===== config.mk =====
export PLATFORM = sky130hd
export DESIGN_NAME = i2c_register_byte_master_core
export DESIGN_NICKNAME = d
export VERILOG_FILES = /design/src/i2crbm_pkg.sv /design/src/i2crbm_front.sv /design/src/i2crbm_queue.sv /design/src/i2crbm_back.sv /design/src/i2c_register_byte_master_core.sv
export SDC_FILE = /design/constraint.sdc
export NUM_CORES = 1
export LEC_CHECK = 0
export BUFFER_PORTS_ARGS = -buffer_cell sky130_fd_sc_hd__buf_2
export CAP_MARGIN = 5
export CORE_ASPECT_RATIO = 1.25
export CORE_MARGIN = 1.5
export CORE_UTILIZATION = 40
export DETAILED_ROUTE_END_ITERATION = 12
export PLACE_DENSITY_LB_ADDON = 0.15
export SLEW_MARGIN = 20
export SYNTH_ARGS = -nofsm -noshare
export SYNTH_HDL_FRONTEND = slang
export SYNTH_SLANG_ARGS = --single-unit

===== constraint.sdc =====
create_clock -name clk_i -period 4.9 [get_ports clk_i]
set_clock_uncertainty 0.15 [all_clocks]
set_input_delay 0.245 -clock clk_i [delete_from_list [all_inputs] [get_ports clk_i]]
set_output_delay 0.245 -clock clk_i [all_outputs]
set_load 0.03 [all_outputs]

===== src/i2crbm_pkg.sv =====
`timescale 1ns / 1ps
// ----------------------------------------------------------------------------
// i2crbm_pkg
// shared types and constants of the i2c single-byte register master
// ----------------------------------------------------------------------------
package i2crbm_pkg;

  // field widths
  localparam int unsigned OpW      = 2;
  localparam int unsigned SlaveW   = 7;
  localparam int unsigned ByteW    = 8;
  localparam int unsigned StatusW  = 3;
  localparam int unsigned DivW     = 16;
  localparam int unsigned CfgIdxW  = 1;

  // stream widths
  localparam int unsigned InDataW  = 24;
  localparam int unsigned InUserW  = OpW;
  localparam int unsigned OutDataW = 16;

  // operation codes on the input tuser
  localparam logic [OpW-1:0] OpTick  = 2'd0;
  localparam logic [OpW-1:0] OpWrite = 2'd1;
  localparam logic [OpW-1:0] OpRead  = 2'd2;

  // configuration register indexes
  localparam logic [CfgIdxW-1:0] CfgSclHigh = 1'b0;
  localparam logic [CfgIdxW-1:0] CfgSclLow  = 1'b1;

  localparam logic [DivW-1:0] DivReset = 16'd75;

  // transfer status codes
  localparam logic [StatusW-1:0] StOk       = 3'd0;
  localparam logic [StatusW-1:0] StAddrWNak = 3'd1;
  localparam logic [StatusW-1:0] StRegNak   = 3'd2;
  localparam logic [StatusW-1:0] StDataNak  = 3'd3;
  localparam logic [StatusW-1:0] StAddrRNak = 3'd4;

  // decoupling queue between front and back
  localparam int unsigned QDepth = 2;
  localparam int unsigned QPtrW  = (QDepth > 1) ? $clog2(QDepth) : 1;
  localparam int unsigned QCntW  = $clog2(QDepth + 1);

  typedef enum logic [1:0] {
    KindTick,
    KindWrite,
    KindRead
  } cmd_kind_e;

  // one classified tick as it waits in the queue
  typedef struct packed {
    cmd_kind_e           kind;
    logic [SlaveW-1:0]   slave_addr;
    logic [ByteW-1:0]    reg_addr;
    logic [ByteW-1:0]    write_data;
    logic                sda_in;
  } q_entry_t;

  // one result word
  typedef struct packed {
    logic                scl_drive_low;
    logic                sda_drive_low;
    logic                busy_res;
    logic                done_res;
    logic [StatusW-1:0]  status;
    logic [ByteW-1:0]    read_data;
  } res_t;

  // configuration write
  typedef struct packed {
    logic                valid;
    logic [CfgIdxW-1:0]  index;
    logic [DivW-1:0]     data;
  } cfg_wr_t;

endpackage


===== src/i2crbm_front.sv =====
`timescale 1ns / 1ps
// ----------------------------------------------------------------------------
// i2crbm_front
// takes input words, decodes the operation and pushes them into the queue
// ----------------------------------------------------------------------------
module i2crbm_front (
  input  logic                               in_valid_i,
  output logic                               in_ready_o,
  input  logic [i2crbm_pkg::InDataW-1:0]     in_data_i,
  input  logic [i2crbm_pkg::InUserW-1:0]     in_user_i,
  input  logic                               q_full_i,
  output logic                               q_push_o,
  output i2crbm_pkg::q_entry_t               q_entry_o
);
  import i2crbm_pkg::*;

  cmd_kind_e kind;

  // unused operation code counts as a plain tick
  always_comb begin
    case (in_user_i)
      OpWrite: kind = KindWrite;
      OpRead:  kind = KindRead;
      default: kind = KindTick;
    endcase
  end

  assign in_ready_o = ~q_full_i;
  assign q_push_o   = in_valid_i & ~q_full_i;

  assign q_entry_o.kind       = kind;
  assign q_entry_o.slave_addr = in_data_i[6:0];
  assign q_entry_o.reg_addr   = in_data_i[14:7];
  assign q_entry_o.write_data = in_data_i[22:15];
  assign q_entry_o.sda_in     = in_data_i[23];

endmodule


===== src/i2crbm_queue.sv =====
`timescale 1ns / 1ps
// ----------------------------------------------------------------------------
// i2crbm_queue
// short fifo of decoded ticks between front and back
// ----------------------------------------------------------------------------
module i2crbm_queue (
  input  logic                  clk_i,
  input  logic                  rst_ni,
  input  logic                  push_i,
  input  i2crbm_pkg::q_entry_t  wdata_i,
  output logic                  full_o,
  input  logic                  pop_i,
  output logic                  valid_o,
  output i2crbm_pkg::q_entry_t  rdata_o
);
  import i2crbm_pkg::*;

  localparam logic [QPtrW-1:0] LastPtr = QPtrW'(QDepth - 1);
  localparam logic [QCntW-1:0] FullCnt = QCntW'(QDepth);

  q_entry_t           mem_q [QDepth];
  logic [QPtrW-1:0]   wr_ptr_q, wr_ptr_d;
  logic [QPtrW-1:0]   rd_ptr_q, rd_ptr_d;
  logic [QCntW-1:0]   cnt_q, cnt_d;
  logic               do_push, do_pop;

  assign full_o  = (cnt_q == FullCnt);
  assign valid_o = (cnt_q != '0);
  assign rdata_o = mem_q[rd_ptr_q];

  assign do_push = push_i & ~full_o;
  assign do_pop  = pop_i & valid_o;

  always_comb begin
    wr_ptr_d = wr_ptr_q;
    rd_ptr_d = rd_ptr_q;
    cnt_d    = cnt_q;
    if (do_push) begin
      wr_ptr_d = (wr_ptr_q == LastPtr) ? '0 : wr_ptr_q + 1'b1;
    end
    if (do_pop) begin
      rd_ptr_d = (rd_ptr_q == LastPtr) ? '0 : rd_ptr_q + 1'b1;
    end
    if (do_push && !do_pop) begin
      cnt_d = cnt_q + 1'b1;
    end else if (do_pop && !do_push) begin
      cnt_d = cnt_q - 1'b1;
    end
  end

  always_ff @(posedge clk_i or negedge rst_ni) begin
    if (!rst_ni) begin
      wr_ptr_q <= '0;
      rd_ptr_q <= '0;
      cnt_q    <= '0;
    end else begin
      wr_ptr_q <= wr_ptr_d;
      rd_ptr_q <= rd_ptr_d;
      cnt_q    <= cnt_d;
    end
  end

  // payload storage, no reset
  always_ff @(posedge clk_i) begin
    if (do_push) begin
      mem_q[wr_ptr_q] <= wdata_i;
    end
  end

endmodule


===== src/i2crbm_back.sv =====
`timescale 1ns / 1ps
// ----------------------------------------------------------------------------
// i2crbm_back
// bus sequencer: one step per queued tick, result held in an output register
// ----------------------------------------------------------------------------
module i2crbm_back (
  input  logic                  clk_i,
  input  logic                  rst_ni,
  input  i2crbm_pkg::cfg_wr_t   cfg_i,
  input  logic                  q_valid_i,
  input  i2crbm_pkg::q_entry_t  q_entry_i,
  output logic                  q_pop_o,
  output logic                  out_valid_o,
  input  logic                  out_ready_i,
  output i2crbm_pkg::res_t      out_res_o
);
  import i2crbm_pkg::*;

  typedef enum logic [3:0] {
    PhIdle,
    PhStart,
    PhBitLow,
    PhBitHigh,
    PhRsLow,
    PhRsHigh,
    PhRsHold,
    PhStopLow,
    PhStopHigh,
    PhDone
  } phase_e;

  typedef enum logic [2:0] {
    BsAddrW,
    BsReg,
    BsData,
    BsAddrR,
    BsRead
  } byte_sel_e;

  localparam logic [3:0] BitAck = 4'd8;

  // state
  phase_e              phase_q, phase_d;
  byte_sel_e           bsel_q, bsel_d;
  logic [3:0]          bidx_q, bidx_d;
  logic [DivW-1:0]     div_q, div_d;
  logic [ByteW-1:0]    shift_q, shift_d;
  logic [SlaveW-1:0]   slave_q, slave_d;
  logic [ByteW-1:0]    reg_q, reg_d;
  logic [ByteW-1:0]    data_q, data_d;
  logic                rd_q, rd_d;
  logic [StatusW-1:0]  status_q, status_d;
  logic [ByteW-1:0]    last_rd_q, last_rd_d;
  logic [DivW-1:0]     scl_hi_q, scl_lo_q;
  logic                out_valid_q;
  res_t                out_res_q, res_d;

  logic                step;
  logic [DivW-1:0]     len;
  logic [DivW:0]       div_inc;
  logic                last;
  logic                bit_sda_low;
  logic                sda;

  assign step    = q_valid_i & (~out_valid_q | out_ready_i);
  assign q_pop_o = step;
  assign sda     = q_entry_i.sda_in;

  always_comb begin
    phase_d   = phase_q;
    bsel_d    = bsel_q;
    bidx_d    = bidx_q;
    div_d     = div_q;
    shift_d   = shift_q;
    slave_d   = slave_q;
    reg_d     = reg_q;
    data_d    = data_q;
    rd_d      = rd_q;
    status_d  = status_q;
    last_rd_d = last_rd_q;
    res_d     = '0;
    len       = scl_hi_q;
    div_inc   = '0;
    last      = 1'b0;

    // command taken only while idle, that tick is already the first of start
    if (phase_d == PhIdle && q_entry_i.kind != KindTick) begin
      slave_d = q_entry_i.slave_addr;
      reg_d   = q_entry_i.reg_addr;
      data_d  = q_entry_i.write_data;
      rd_d    = (q_entry_i.kind == KindRead);
      phase_d = PhStart;
      div_d   = '0;
      bidx_d  = '0;
    end

    bit_sda_low = (bidx_d < BitAck) && (bsel_d != BsRead) && !shift_d[~bidx_d[2:0]];

    if (phase_d != PhIdle) begin
      res_d.busy_res = 1'b1;
      case (phase_d)
        PhStart:    res_d.sda_drive_low = 1'b1;
        PhBitLow: begin
          res_d.scl_drive_low = 1'b1;
          res_d.sda_drive_low = bit_sda_low;
        end
        PhBitHigh:  res_d.sda_drive_low = bit_sda_low;
        PhRsLow:    res_d.scl_drive_low = 1'b1;
        PhRsHold:   res_d.sda_drive_low = 1'b1;
        PhStopLow: begin
          res_d.scl_drive_low = 1'b1;
          res_d.sda_drive_low = 1'b1;
        end
        PhStopHigh: res_d.sda_drive_low = 1'b1;
        PhDone: begin
          res_d.done_res = 1'b1;
          last_rd_d      = shift_d;
        end
        default: ;
      endcase

      // half-bit length, zero counts as one tick
      if (phase_d inside {PhBitLow, PhRsLow, PhStopLow}) begin
        len = scl_lo_q;
      end else if (phase_d == PhDone) begin
        len = DivW'(1);
      end else begin
        len = scl_hi_q;
      end
      if (len == '0) begin
        len = DivW'(1);
      end

      div_inc = {1'b0, div_d} + 1'b1;
      last    = (div_inc >= {1'b0, len});
      div_d   = div_inc[DivW-1:0];

      if (last) begin
        div_d = '0;
        case (phase_d)
          PhStart: begin
            bsel_d  = BsAddrW;
            shift_d = {slave_d, 1'b0};
            bidx_d  = '0;
            phase_d = PhBitLow;
          end
          PhBitLow: phase_d = PhBitHigh;
          PhBitHigh: begin
            if (bidx_d < BitAck) begin
              if (bsel_d == BsRead) begin
                shift_d = {shift_d[ByteW-2:0], sda};
              end
              bidx_d  = bidx_d + 1'b1;
              phase_d = PhBitLow;
            end else if (bsel_d == BsRead) begin
              // received byte answered with nack, then stop
              status_d = StOk;
              phase_d  = PhStopLow;
            end else if (sda) begin
              // nack from the slave
              case (bsel_d)
                BsAddrW: status_d = StAddrWNak;
                BsReg:   status_d = StRegNak;
                BsData:  status_d = StDataNak;
                default: status_d = StAddrRNak;
              endcase
              shift_d = '0;
              phase_d = PhStopLow;
            end else begin
              case (bsel_d)
                BsAddrW: begin
                  bsel_d  = BsReg;
                  shift_d = reg_d;
                  bidx_d  = '0;
                  phase_d = PhBitLow;
                end
                BsReg: begin
                  if (rd_d) begin
                    phase_d = PhRsLow;
                  end else begin
                    bsel_d  = BsData;
                    shift_d = data_d;
                    bidx_d  = '0;
                    phase_d = PhBitLow;
                  end
                end
                BsData: begin
                  status_d = StOk;
                  shift_d  = '0;
                  phase_d  = PhStopLow;
                end
                default: begin
                  bsel_d  = BsRead;
                  shift_d = '0;
                  bidx_d  = '0;
                  phase_d = PhBitLow;
                end
              endcase
            end
          end
          PhRsLow:  phase_d = PhRsHigh;
          PhRsHigh: phase_d = PhRsHold;
          PhRsHold: begin
            bsel_d  = BsAddrR;
            shift_d = {slave_d, 1'b1};
            bidx_d  = '0;
            phase_d = PhBitLow;
          end
          PhStopLow:  phase_d = PhStopHigh;
          PhStopHigh: phase_d = PhDone;
          default:    phase_d = PhIdle;
        endcase
      end
    end

    res_d.status    = status_d;
    res_d.read_data = last_rd_d;
  end

  always_ff @(posedge clk_i or negedge rst_ni) begin
    if (!rst_ni) begin
      phase_q     <= PhIdle;
      bsel_q      <= BsAddrW;
      bidx_q      <= '0;
      div_q       <= '0;
      shift_q     <= '0;
      slave_q     <= '0;
      reg_q       <= '0;
      data_q      <= '0;
      rd_q        <= 1'b0;
      status_q    <= StOk;
      last_rd_q   <= '0;
      scl_hi_q    <= DivReset;
      scl_lo_q    <= DivReset;
      out_valid_q <= 1'b0;
      out_res_q   <= '0;
    end else begin
      if (cfg_i.valid) begin
        case (cfg_i.index)
          CfgSclHigh: scl_hi_q <= cfg_i.data;
          CfgSclLow:  scl_lo_q <= cfg_i.data;
          default: ;
        endcase
      end
      if (step) begin
        phase_q     <= phase_d;
        bsel_q      <= bsel_d;
        bidx_q      <= bidx_d;
        div_q       <= div_d;
        shift_q     <= shift_d;
        slave_q     <= slave_d;
        reg_q       <= reg_d;
        data_q      <= data_d;
        rd_q        <= rd_d;
        status_q    <= status_d;
        last_rd_q   <= last_rd_d;
        out_res_q   <= res_d;
        out_valid_q <= 1'b1;
      end else if (out_ready_i) begin
        out_valid_q <= 1'b0;
      end
    end
  end

  assign out_valid_o = out_valid_q;
  assign out_res_o   = out_res_q;

  // the sequencer
  a_done_busy: assert property (@(posedge clk_i) disable iff (!rst_ni)
    out_valid_q && out_res_q.done_res |-> out_res_q.busy_res)
    else $error("done without busy");

  a_idle_div: assert property (@(posedge clk_i) disable iff (!rst_ni)
    phase_q == PhIdle |-> div_q == '0)
    else $error("divider not cleared in idle");

  a_bidx_range: assert property (@(posedge clk_i) disable iff (!rst_ni)
    bidx_q <= BitAck)
    else $error("bit index out of range");

  a_done_next: assert property (@(posedge clk_i) disable iff (!rst_ni)
    phase_q == PhDone |=> phase_q == PhDone || phase_q == PhIdle)
    else $error("bad exit from done");

  a_stall_hold: assert property (@(posedge clk_i) disable iff (!rst_ni)
    !step |=> $stable(phase_q) && $stable(div_q))
    else $error("sequencer moved without a tick");

endmodule


===== src/i2c_register_byte_master_core.sv =====
`timescale 1ns / 1ps
// ----------------------------------------------------------------------------
// i2c_register_byte_master_core
// i2c master doing one single-byte register write or read per command
// ----------------------------------------------------------------------------
// each input word is one bus clock tick: tuser carries the operation (tick,
// write, read), tdata the target address, register, write byte and the sampled
// sda level. each input word gives exactly one output word with the scl and sda
// pull-down drives, busy, a done pulse, the status of the last transfer and
// the last read byte.
// a write runs start, addr+w, register, data, stop; a read runs start, addr+w,
// register, repeated start, addr+r, one byte answered with nack, stop. a nack
// from the slave goes to stop with an error status and read byte 0. commands
// arriving while busy are ignored.
// the config channel writes the scl high count (index 0) and low count
// (index 1); both reset to 75 ticks. they are to be written only while idle;
// the block itself does not enforce this. an accepted word is stored in the
// queue, then the sequencer step puts its result into the output register.
// throughput: one word per cycle while the output is not stalled, set by the single-step sequencer.
// reset: sequencer idle, queue and output register empty, status 0.
// a stalled output holds its word; the queue keeps taking input until full,
// then tready drops.
// ----------------------------------------------------------------------------
module i2c_register_byte_master_core (
  input  logic                                clk_i,
  input  logic                                rst_ni,
  // input words
  input  logic                                s_axis_tvalid,
  output logic                                s_axis_tready,
  // [6:0] slave_addr, [14:7] reg_addr, [22:15] write_data, [23] sda_in
  input  logic [i2crbm_pkg::InDataW-1:0]      s_axis_tdata,
  // [1:0] operation
  input  logic [i2crbm_pkg::InUserW-1:0]      s_axis_tuser,
  // result words
  output logic                                m_axis_tvalid,
  input  logic                                m_axis_tready,
  // [0] scl_drive_low, [1] sda_drive_low, [2] busy_res, [3] done_res,
  // [6:4] status, [14:7] read_data, [15] zero
  output logic [i2crbm_pkg::OutDataW-1:0]     m_axis_tdata,
  // configuration writes
  input  logic                                cfg_valid_i,
  output logic                                cfg_ready_o,
  input  logic [i2crbm_pkg::CfgIdxW-1:0]      cfg_index_i,
  input  logic [i2crbm_pkg::DivW-1:0]         cfg_data_i
);
  import i2crbm_pkg::*;

  q_entry_t  push_entry, pop_entry;
  logic      q_push, q_full, q_pop, q_valid;
  cfg_wr_t   cfg_wr;
  res_t      res;

  // config always taken, ready tied high
  assign cfg_ready_o  = 1'b1;
  assign cfg_wr.valid = cfg_valid_i;
  assign cfg_wr.index = cfg_index_i;
  assign cfg_wr.data  = cfg_data_i;

  // front: handshake and operation decode
  i2crbm_front u_front (
    .in_valid_i (s_axis_tvalid),
    .in_ready_o (s_axis_tready),
    .in_data_i  (s_axis_tdata),
    .in_user_i  (s_axis_tuser),
    .q_full_i   (q_full),
    .q_push_o   (q_push),
    .q_entry_o  (push_entry)
  );

  // decoupling queue
  i2crbm_queue u_queue (
    .clk_i   (clk_i),
    .rst_ni  (rst_ni),
    .push_i  (q_push),
    .wdata_i (push_entry),
    .full_o  (q_full),
    .pop_i   (q_pop),
    .valid_o (q_valid),
    .rdata_o (pop_entry)
  );

  // back: bus sequencer and output register
  i2crbm_back u_back (
    .clk_i       (clk_i),
    .rst_ni      (rst_ni),
    .cfg_i       (cfg_wr),
    .q_valid_i   (q_valid),
    .q_entry_i   (pop_entry),
    .q_pop_o     (q_pop),
    .out_valid_o (m_axis_tvalid),
    .out_ready_i (m_axis_tready),
    .out_res_o   (res)
  );

  // pack result word, lowest field first
  assign m_axis_tdata = {1'b0, res.read_data, res.status, res.done_res,
                         res.busy_res, res.sda_drive_low, res.scl_drive_low};

endmodule

# Word level (Yosys, flattened, before mapping)
# Memory sizes are Yosys's and may differ from the RTL's.
# Index checks and enable logic that the tools add are counted.
# word_totals
ff_bits	111
ramBits	52
out_inout_bits	19
elab_cells	157
n_memories	1
# mem_list
name	words	word_bits	read_ports	rd_ports_with_merged_regs	wr	line	text
u_queue.mem_q	2	26	1	0	1	i2crbm_queue.sv:21	q_entry_t mem_q [QDepth];
# op_classes
add_sub_neg	6
n_lt_le_gt_ge	3
eq_ne	25
n_mux	62
bitwise	10
reduce_logical	29
# op_table
op	n
two-way mux 16 bit	8
two-way mux 4 bit	14
two-way mux 8 bit	7
one-hot mux 4 bit (7 select lines)	1
one-hot mux 3 bit (3 select lines)	3
two-way mux 3 bit	8
one-hot mux 4 bit (2 select lines)	3
one-hot mux 8 bit (3 select lines)	1
adder 16 x 1 -> 17 bit (second input constant)	1
greater-or-equal comparator 17 x 16 -> 1 bit	1
equality test 4 x 3 -> 1 bit (second input constant)	4
zero test 16 bit	1
one-hot mux 8 bit (2 select lines)	1
two-way mux 1 bit	10
inequality test 3 bit (second input constant)	3
AND reduction 9 bit	1
nonzero test 3 bit	3
equality test 4 x 2 -> 1 bit (second input constant)	2
equality test 4 bit (second input constant)	2
inequality test 2 bit (second input constant)	4
nonzero test 2 bit	4
two-way mux 7 bit	1
AND reduction 7 bit	1
equality test 2 bit (second input constant)	3
32 further kinds	48

# Longest topological paths before layout
# An unclocked memory read counts as a cell.
# depth
depth_word	14
ltp_mapped	23
depth_no_buf	17

# Cells and area by module
# A second synthesis with hierarchy kept.
# hier_totals
cells_unflattened	708
area_unflattened_um2	8514.4
# modules_own_cells
module	n_inst	cells_each	area_per_inst_um2
i2crbm_back	1	576	6109.6
i2crbm_queue	1	100	2177.1
i2crbm_front	1	28	205.2
i2c_register_byte_master_core	1	4	22.5

# Least setup slack after synthesis
# Ideal clock, no wire load.
# synth_timing
kind	register to register
start	register u_back.phase_q[0]
end	register u_back.shift_q[0]
setup_time_ns	0.125
t_arrival_ns	4.855
slack_ns	-0.230
path_stages_with_launch	23
path_buffers	5
path_cell_list	dfrtp_1 > or4_4 > or3_1 > buf_6 > clkbuf_1 > clkbuf_1 > and2_1 > ha_1 > and3_1 > and3_1 > nand2_1 > xor2_1 > nor2_1 > ha_1 > a21o_1 > a21o_1 > a31oi_1 > o211ai_4 > or2_0 > buf_2 > and3_4 > buf_6 > mux2_4
# synth_via
elab_chain_len	12
elab_cells_between_ends	37
cone_classes	add/sub: 1; order compare: 2; eq/ne: 10; mux: 17; reduce/logical: 7
# synth_lines
item	line	text
from (decl)	i2crbm_back.sv:43	phase_e phase_q, phase_d;
from (signal assigned)	i2crbm_back.sv:222	phase_q <= PhIdle;
from (signal assigned)	i2crbm_back.sv:246	phase_q <= phase_d;
zero test 4 bit	i2crbm_back.sv:87	if (phase_d == PhIdle && q_entry_i.kind != KindTick) begin
logical AND 1 bit	i2crbm_back.sv:87	
two-way mux 4 bit	i2crbm_back.sv:87	
equality test 4 x 2 -> 1 bit, or another cell as far along	i2crbm_back.sv:123	if (phase_d inside {PhBitLow, PhRsLow, PhStopLow}) begin
nonzero test 3 bit or two-way mux 16 bit (tied branches)	i2crbm_back.sv:123, i2crbm_back.sv:125	
two-way mux 16 bit	i2crbm_back.sv:123	
two-way mux 16 bit	i2crbm_back.sv:99	if (phase_d != PhIdle) begin
zero test 16 bit	i2crbm_back.sv:130	if (len == '0) begin
two-way mux 16 bit	i2crbm_back.sv:130	
two-way mux 16 bit	i2crbm_back.sv:99	
greater-or-equal comparator 17 x 16 -> 1 bit	i2crbm_back.sv:135	last = (div_inc >= {1'b0, len});
AND reduction 7 bit (no line)	--	
to (signal assigned)	i2crbm_back.sv:250	shift_q <= shift_d;
to (decl)	i2crbm_back.sv:47	logic [ByteW-1:0] shift_q, shift_d;
# Several ways; a longest one is shown, not always the timed one. The select of a mux whose other input is x is not followed.
# A chain may end at the register's enable or synchronous reset.

# Worst setup path after layout
# layout_timing
start	register u_back.phase_q[0]
end	register u_back.bsel_q[0]
# layout_via
elab_chain_len	12
elab_cells_between_ends	32
cone_classes	add/sub: 1; order compare: 2; eq/ne: 12; mux: 10; reduce/logical: 7
# layout_lines
item	line	text
zero test 4 bit	i2crbm_back.sv:87	
logical AND 1 bit	i2crbm_back.sv:87	
two-way mux 4 bit	i2crbm_back.sv:87	
equality test 4 x 2 -> 1 bit, or another cell as far along	i2crbm_back.sv:123	
nonzero test 3 bit or two-way mux 16 bit (tied branches)	i2crbm_back.sv:123, i2crbm_back.sv:125	
two-way mux 16 bit	i2crbm_back.sv:123	
two-way mux 16 bit	i2crbm_back.sv:99	
zero test 16 bit	i2crbm_back.sv:130	
two-way mux 16 bit	i2crbm_back.sv:130	
two-way mux 16 bit	i2crbm_back.sv:99	
greater-or-equal comparator 17 x 16 -> 1 bit	i2crbm_back.sv:135	
AND reduction 9 bit (no line)	--	
to (signal assigned)	i2crbm_back.sv:223	bsel_q <= BsAddrW;
to (signal assigned)	i2crbm_back.sv:247	bsel_q <= bsel_d;
to (decl)	i2crbm_back.sv:44	byte_sel_e bsel_q, bsel_d;
# Several ways; a longest one is shown, not always the timed one. The select of a mux whose other input is x is not followed.

==> impl_metrics.ini <==
[synthesis]
synth_area_mm2 = 0.00803
ys_ff_latch = 163
ys_dominant_reg_cell = dfrtp_1
synth_edf_count = 52
syn-num-nets = 794
syn_area_per_cell_um2 = 11.0
async_flop_share = 0.681
yosysSeqAreaShare = 0.542
synth_cells = 727
synth_cell_types = 64
ys.warnings.count = 0

[flow_run]
max-cap-violations = 0

[global_routing]
grt_pass1_wl_mm = 31.1
overflow = 0
grt_pass1_vias = 6173
grt_max_degree = 70
grt_use_total = 0.191
antenna_found_initial = 0

[timing]
hold_violations = 0
finalSetupTns_ns = 0
rsz0062_at_grt = no
fin_ws_ns = 0.350
fin_crit_ns = 4.55
worst-slew-pin-transition_ns = 0.976
max_freq_mhz = 220
relSlewSlack = 0.350
finalCritPeriodShare = 0.929
slew_viol_final = 0
setup_viol = 0

[final_layout]
fillers = 1808
antenna_cells = 0
areaGrowthSynthToFinish_pct = 21.0
fin_nets = 897
multiInputGateArea_mm2 = 0.00347
drive_gt1_frac = 0.225
fin_util = 0.497
regArea_mm2 = 0.00435

[place]
dp_slack_ns = 0.315
gp_congestion = 0.893
post-dp-hpwl_mm = 13.5
portBuffers = 64

[clock_network]
cts_tree = yes
cts_root_buf = clkbuf_16
clock_latency_ns = 0.43
clk_pin_slew_ns = 0.07
clockBufferDepth = 2
numCtsBuffers = 17
cts.sinks = 163
post_cts.repair.setup_buffers = 0
cts_max_level = 4

[power_and_ir_drop]
ir_drop_mv = 0.247
p_leak_nw = 4.18
cellPowerDensity_mw_per_mm2 = 447
power.total_mw = 4.34

[setup_path]
critPathMaxStageDelay_ns = 0.57
r2r_cells = 16
crit_required_ns = 5.06
worst_path_most_repeated_cell = a21o_1
cp.buffers_inverters = 0
cp_cell_sequence = or4_4 -> or3_1 -> and2_1 -> ha_2 -> and3_4 -> and3_1 -> nand2_1 -> xor2_1 -> nor2_1 -> ha_1 -> a21o_1 -> a21o_1 -> a31oi_2 -> o211ai_4 -> o211ai_1 -> mux2_2
end_kind = register
cp_data_arrival_time_ns = 4.71
crit_slowest_cell = or4_4
crit_type = register to register
critPathTopFamily = simple AND/OR/NAND/NOR gates
crit_cells = 16
critPathMaxFanout = 5
worst_setup_path_start_kind = register

[floorplanning]
die_x_um = 130
rows = 57
fp.coreArea_mm2 = 0.0195
initial_utilization = 0.411
io_pins = 67
die_h_um = 161
dieArea_mm2 = 0.0209

[status]
status = finished, final reports clean

[route]
ant_nets = 0
routed_wl_mm = 19.0
routedWlPerCell_um = 17.2
vias_per_cell = 5.42
drt_first_pass_iters = 5
first_iter_violations = 414
drc = 0
via_count = 6006

[hold_path]
hp-class = input port to register
min_path_cells = 4
[sequential cells by signal (all words and copies together), names as in the netlist, 3 cells and up]
signal,cells
u_back.bidx_q,4
u_back.bsel_q,3
u_back.data_q,8
u_back.div_q,16
u_back.last_rd_q,8
u_back.out_res_o,4
u_back.phase_q,4
u_back.reg_q,8
u_back.scl_hi_q,16
u_back.scl_lo_q,16
u_back.shift_q,8
u_back.slave_q,7
u_back.status_q,3
u_queue.mem_q,52
[kinds of logic (layout without fill, tap and decap cells)]
| logic type | Yosys count | count (layout) | share of synthesized area |
|---|---|---|---|
| xor gates and xnor gates | 21 | 21 | 0.0229 |
| other | 2 | 2 | 0.000936 |
| DFF | 163 | 163 | 0.542 |
| and+or+nand+nor | 214 | 214 | 0.126 |
| muxes | 77 | 77 | 0.106 |
| buffers and inverters | 54 | 170 | 0.0290 |
| adders and majority gates | 19 | 19 | 0.0296 |
| AOI/OAI and AO/OA | 177 | 177 | 0.145 |
[layout by cell type, fill, tap and decap left out, types with 6 or more instances in the layout]
cell type,instances
clkbuf_16,17
o22ai_1,7
a21o_1,6
a22o_1,6
and3_1,7
mux2_2,47
nand2_1,66
inv_1,9
a31oi_1,13
nand4_1,7
nor3_1,12
buf_4,21
a21oi_1,42
nor2b_1,6
nor2_1,64
xor2_1,11
a22oi_1,16
xnor2_1,10
dfrtp_1,103
buf_2,63
mux2i_1,28
a211oi_1,8
nand3_1,18
edfxtp_1,52
dfstp_2,8
ha_1,18
o21ai_0,42
dlygate4sd3_1,45
[final timing paths]
check                                                       from                               end  slack [ns]
min in group asynchronous                                 rst_ni   u_back.scl_hi_q[11]$_DFFE_PN0P_        0.34
worst max-delay path               u_back.phase_q[0]$_DFFE_PN0P_      u_back.bsel_q[0]$_DFFE_PN0P_        0.35
worst min register to register  u_back.out_res_o[11]$_DFFE_PN0P_  u_back.out_res_o[11]$_DFFE_PN0P_        0.33
max in group asynchronous                                 rst_ni     u_back.phase_q[3]$_DFFE_PN0P_        3.13
worst max register to register     u_back.phase_q[0]$_DFFE_PN0P_      u_back.bsel_q[0]$_DFFE_PN0P_        0.35
worst min-delay path                                 cfg_index_i    u_back.scl_hi_q[4]$_DFFE_PN0P_        0.27
[tightest hold or removal path: stages]
cell	delay, ns
buf_2	0.09
nor2b_1	0.04
buf_4	0.20
mux2_2	0.24
[per-layer routing]
metal	wire length [um]	vias up	share of wire	track usage
li1	-	2889	-	-
met1	7840	2922	0.41	0.224
met2	9950	159	0.52	0.337
met3	618	36	0.033	0.0335
met4	592	0	0.031	0.0879
met5	0	-	0	0
[cells in the mapped netlist, drive strengths merged (7+ instances only)]
library cell  number  area, um^2
clkbuf            25        93.8
xnor2             10        87.6
a31oi             14        87.6
xor2              11        96.3
nor3              12        60.1
a211oi             9        72.6
nand2             66         248
a22oi             16         120
nand3             19         108
buf               20         105
and3               9        61.3
ha                19         238
inv                9        33.8
nand4              7        43.8
o21ai             43         215
mux2              48         544
dfrtp            103        2580
mux2i             28         280
nor2              67         251
o22ai              7        43.8
a21oi             43         215
edfxtp            52        1560
dfstp              8         210
[through the flow]
step	hold WS [ns]	cell area, um^2	cells
floorplan	-0.201	8050	727
global placement	0.275	8650	1031
detailed placement	0.286	8650	1031
CTS	0.257	9710	1108
global route	0.281	9710	1108
finish	0.265	9710	1108
[area by class of cell]
cell class,instances,share of cell area
flip-flops and latches,163,0.448
multi-input cells,510,0.357
repair buffers,129,0.0951
clock buffers,17,0.0438
well taps,265,0.0341
clock inverters,15,0.0187
inverters,9,0.00348
[repair_timing]
action	CTS	global route
setup endpoints to repair	0	1
hold buffers	45	0
resized for setup	0	1
hold endpoints to repair	146	0
[report_power, final]
part / switching, mW / internal (mW) / total (mW)
registers: 0.127 / 1.68 / 1.80
logic: 0.733 / 0.470 / 1.20
clock network: 0.640 / 0.694 / 1.33
total: 1.50 / 2.84 / 4.34
No activity file was read; power rests on OpenSTA's default activity.
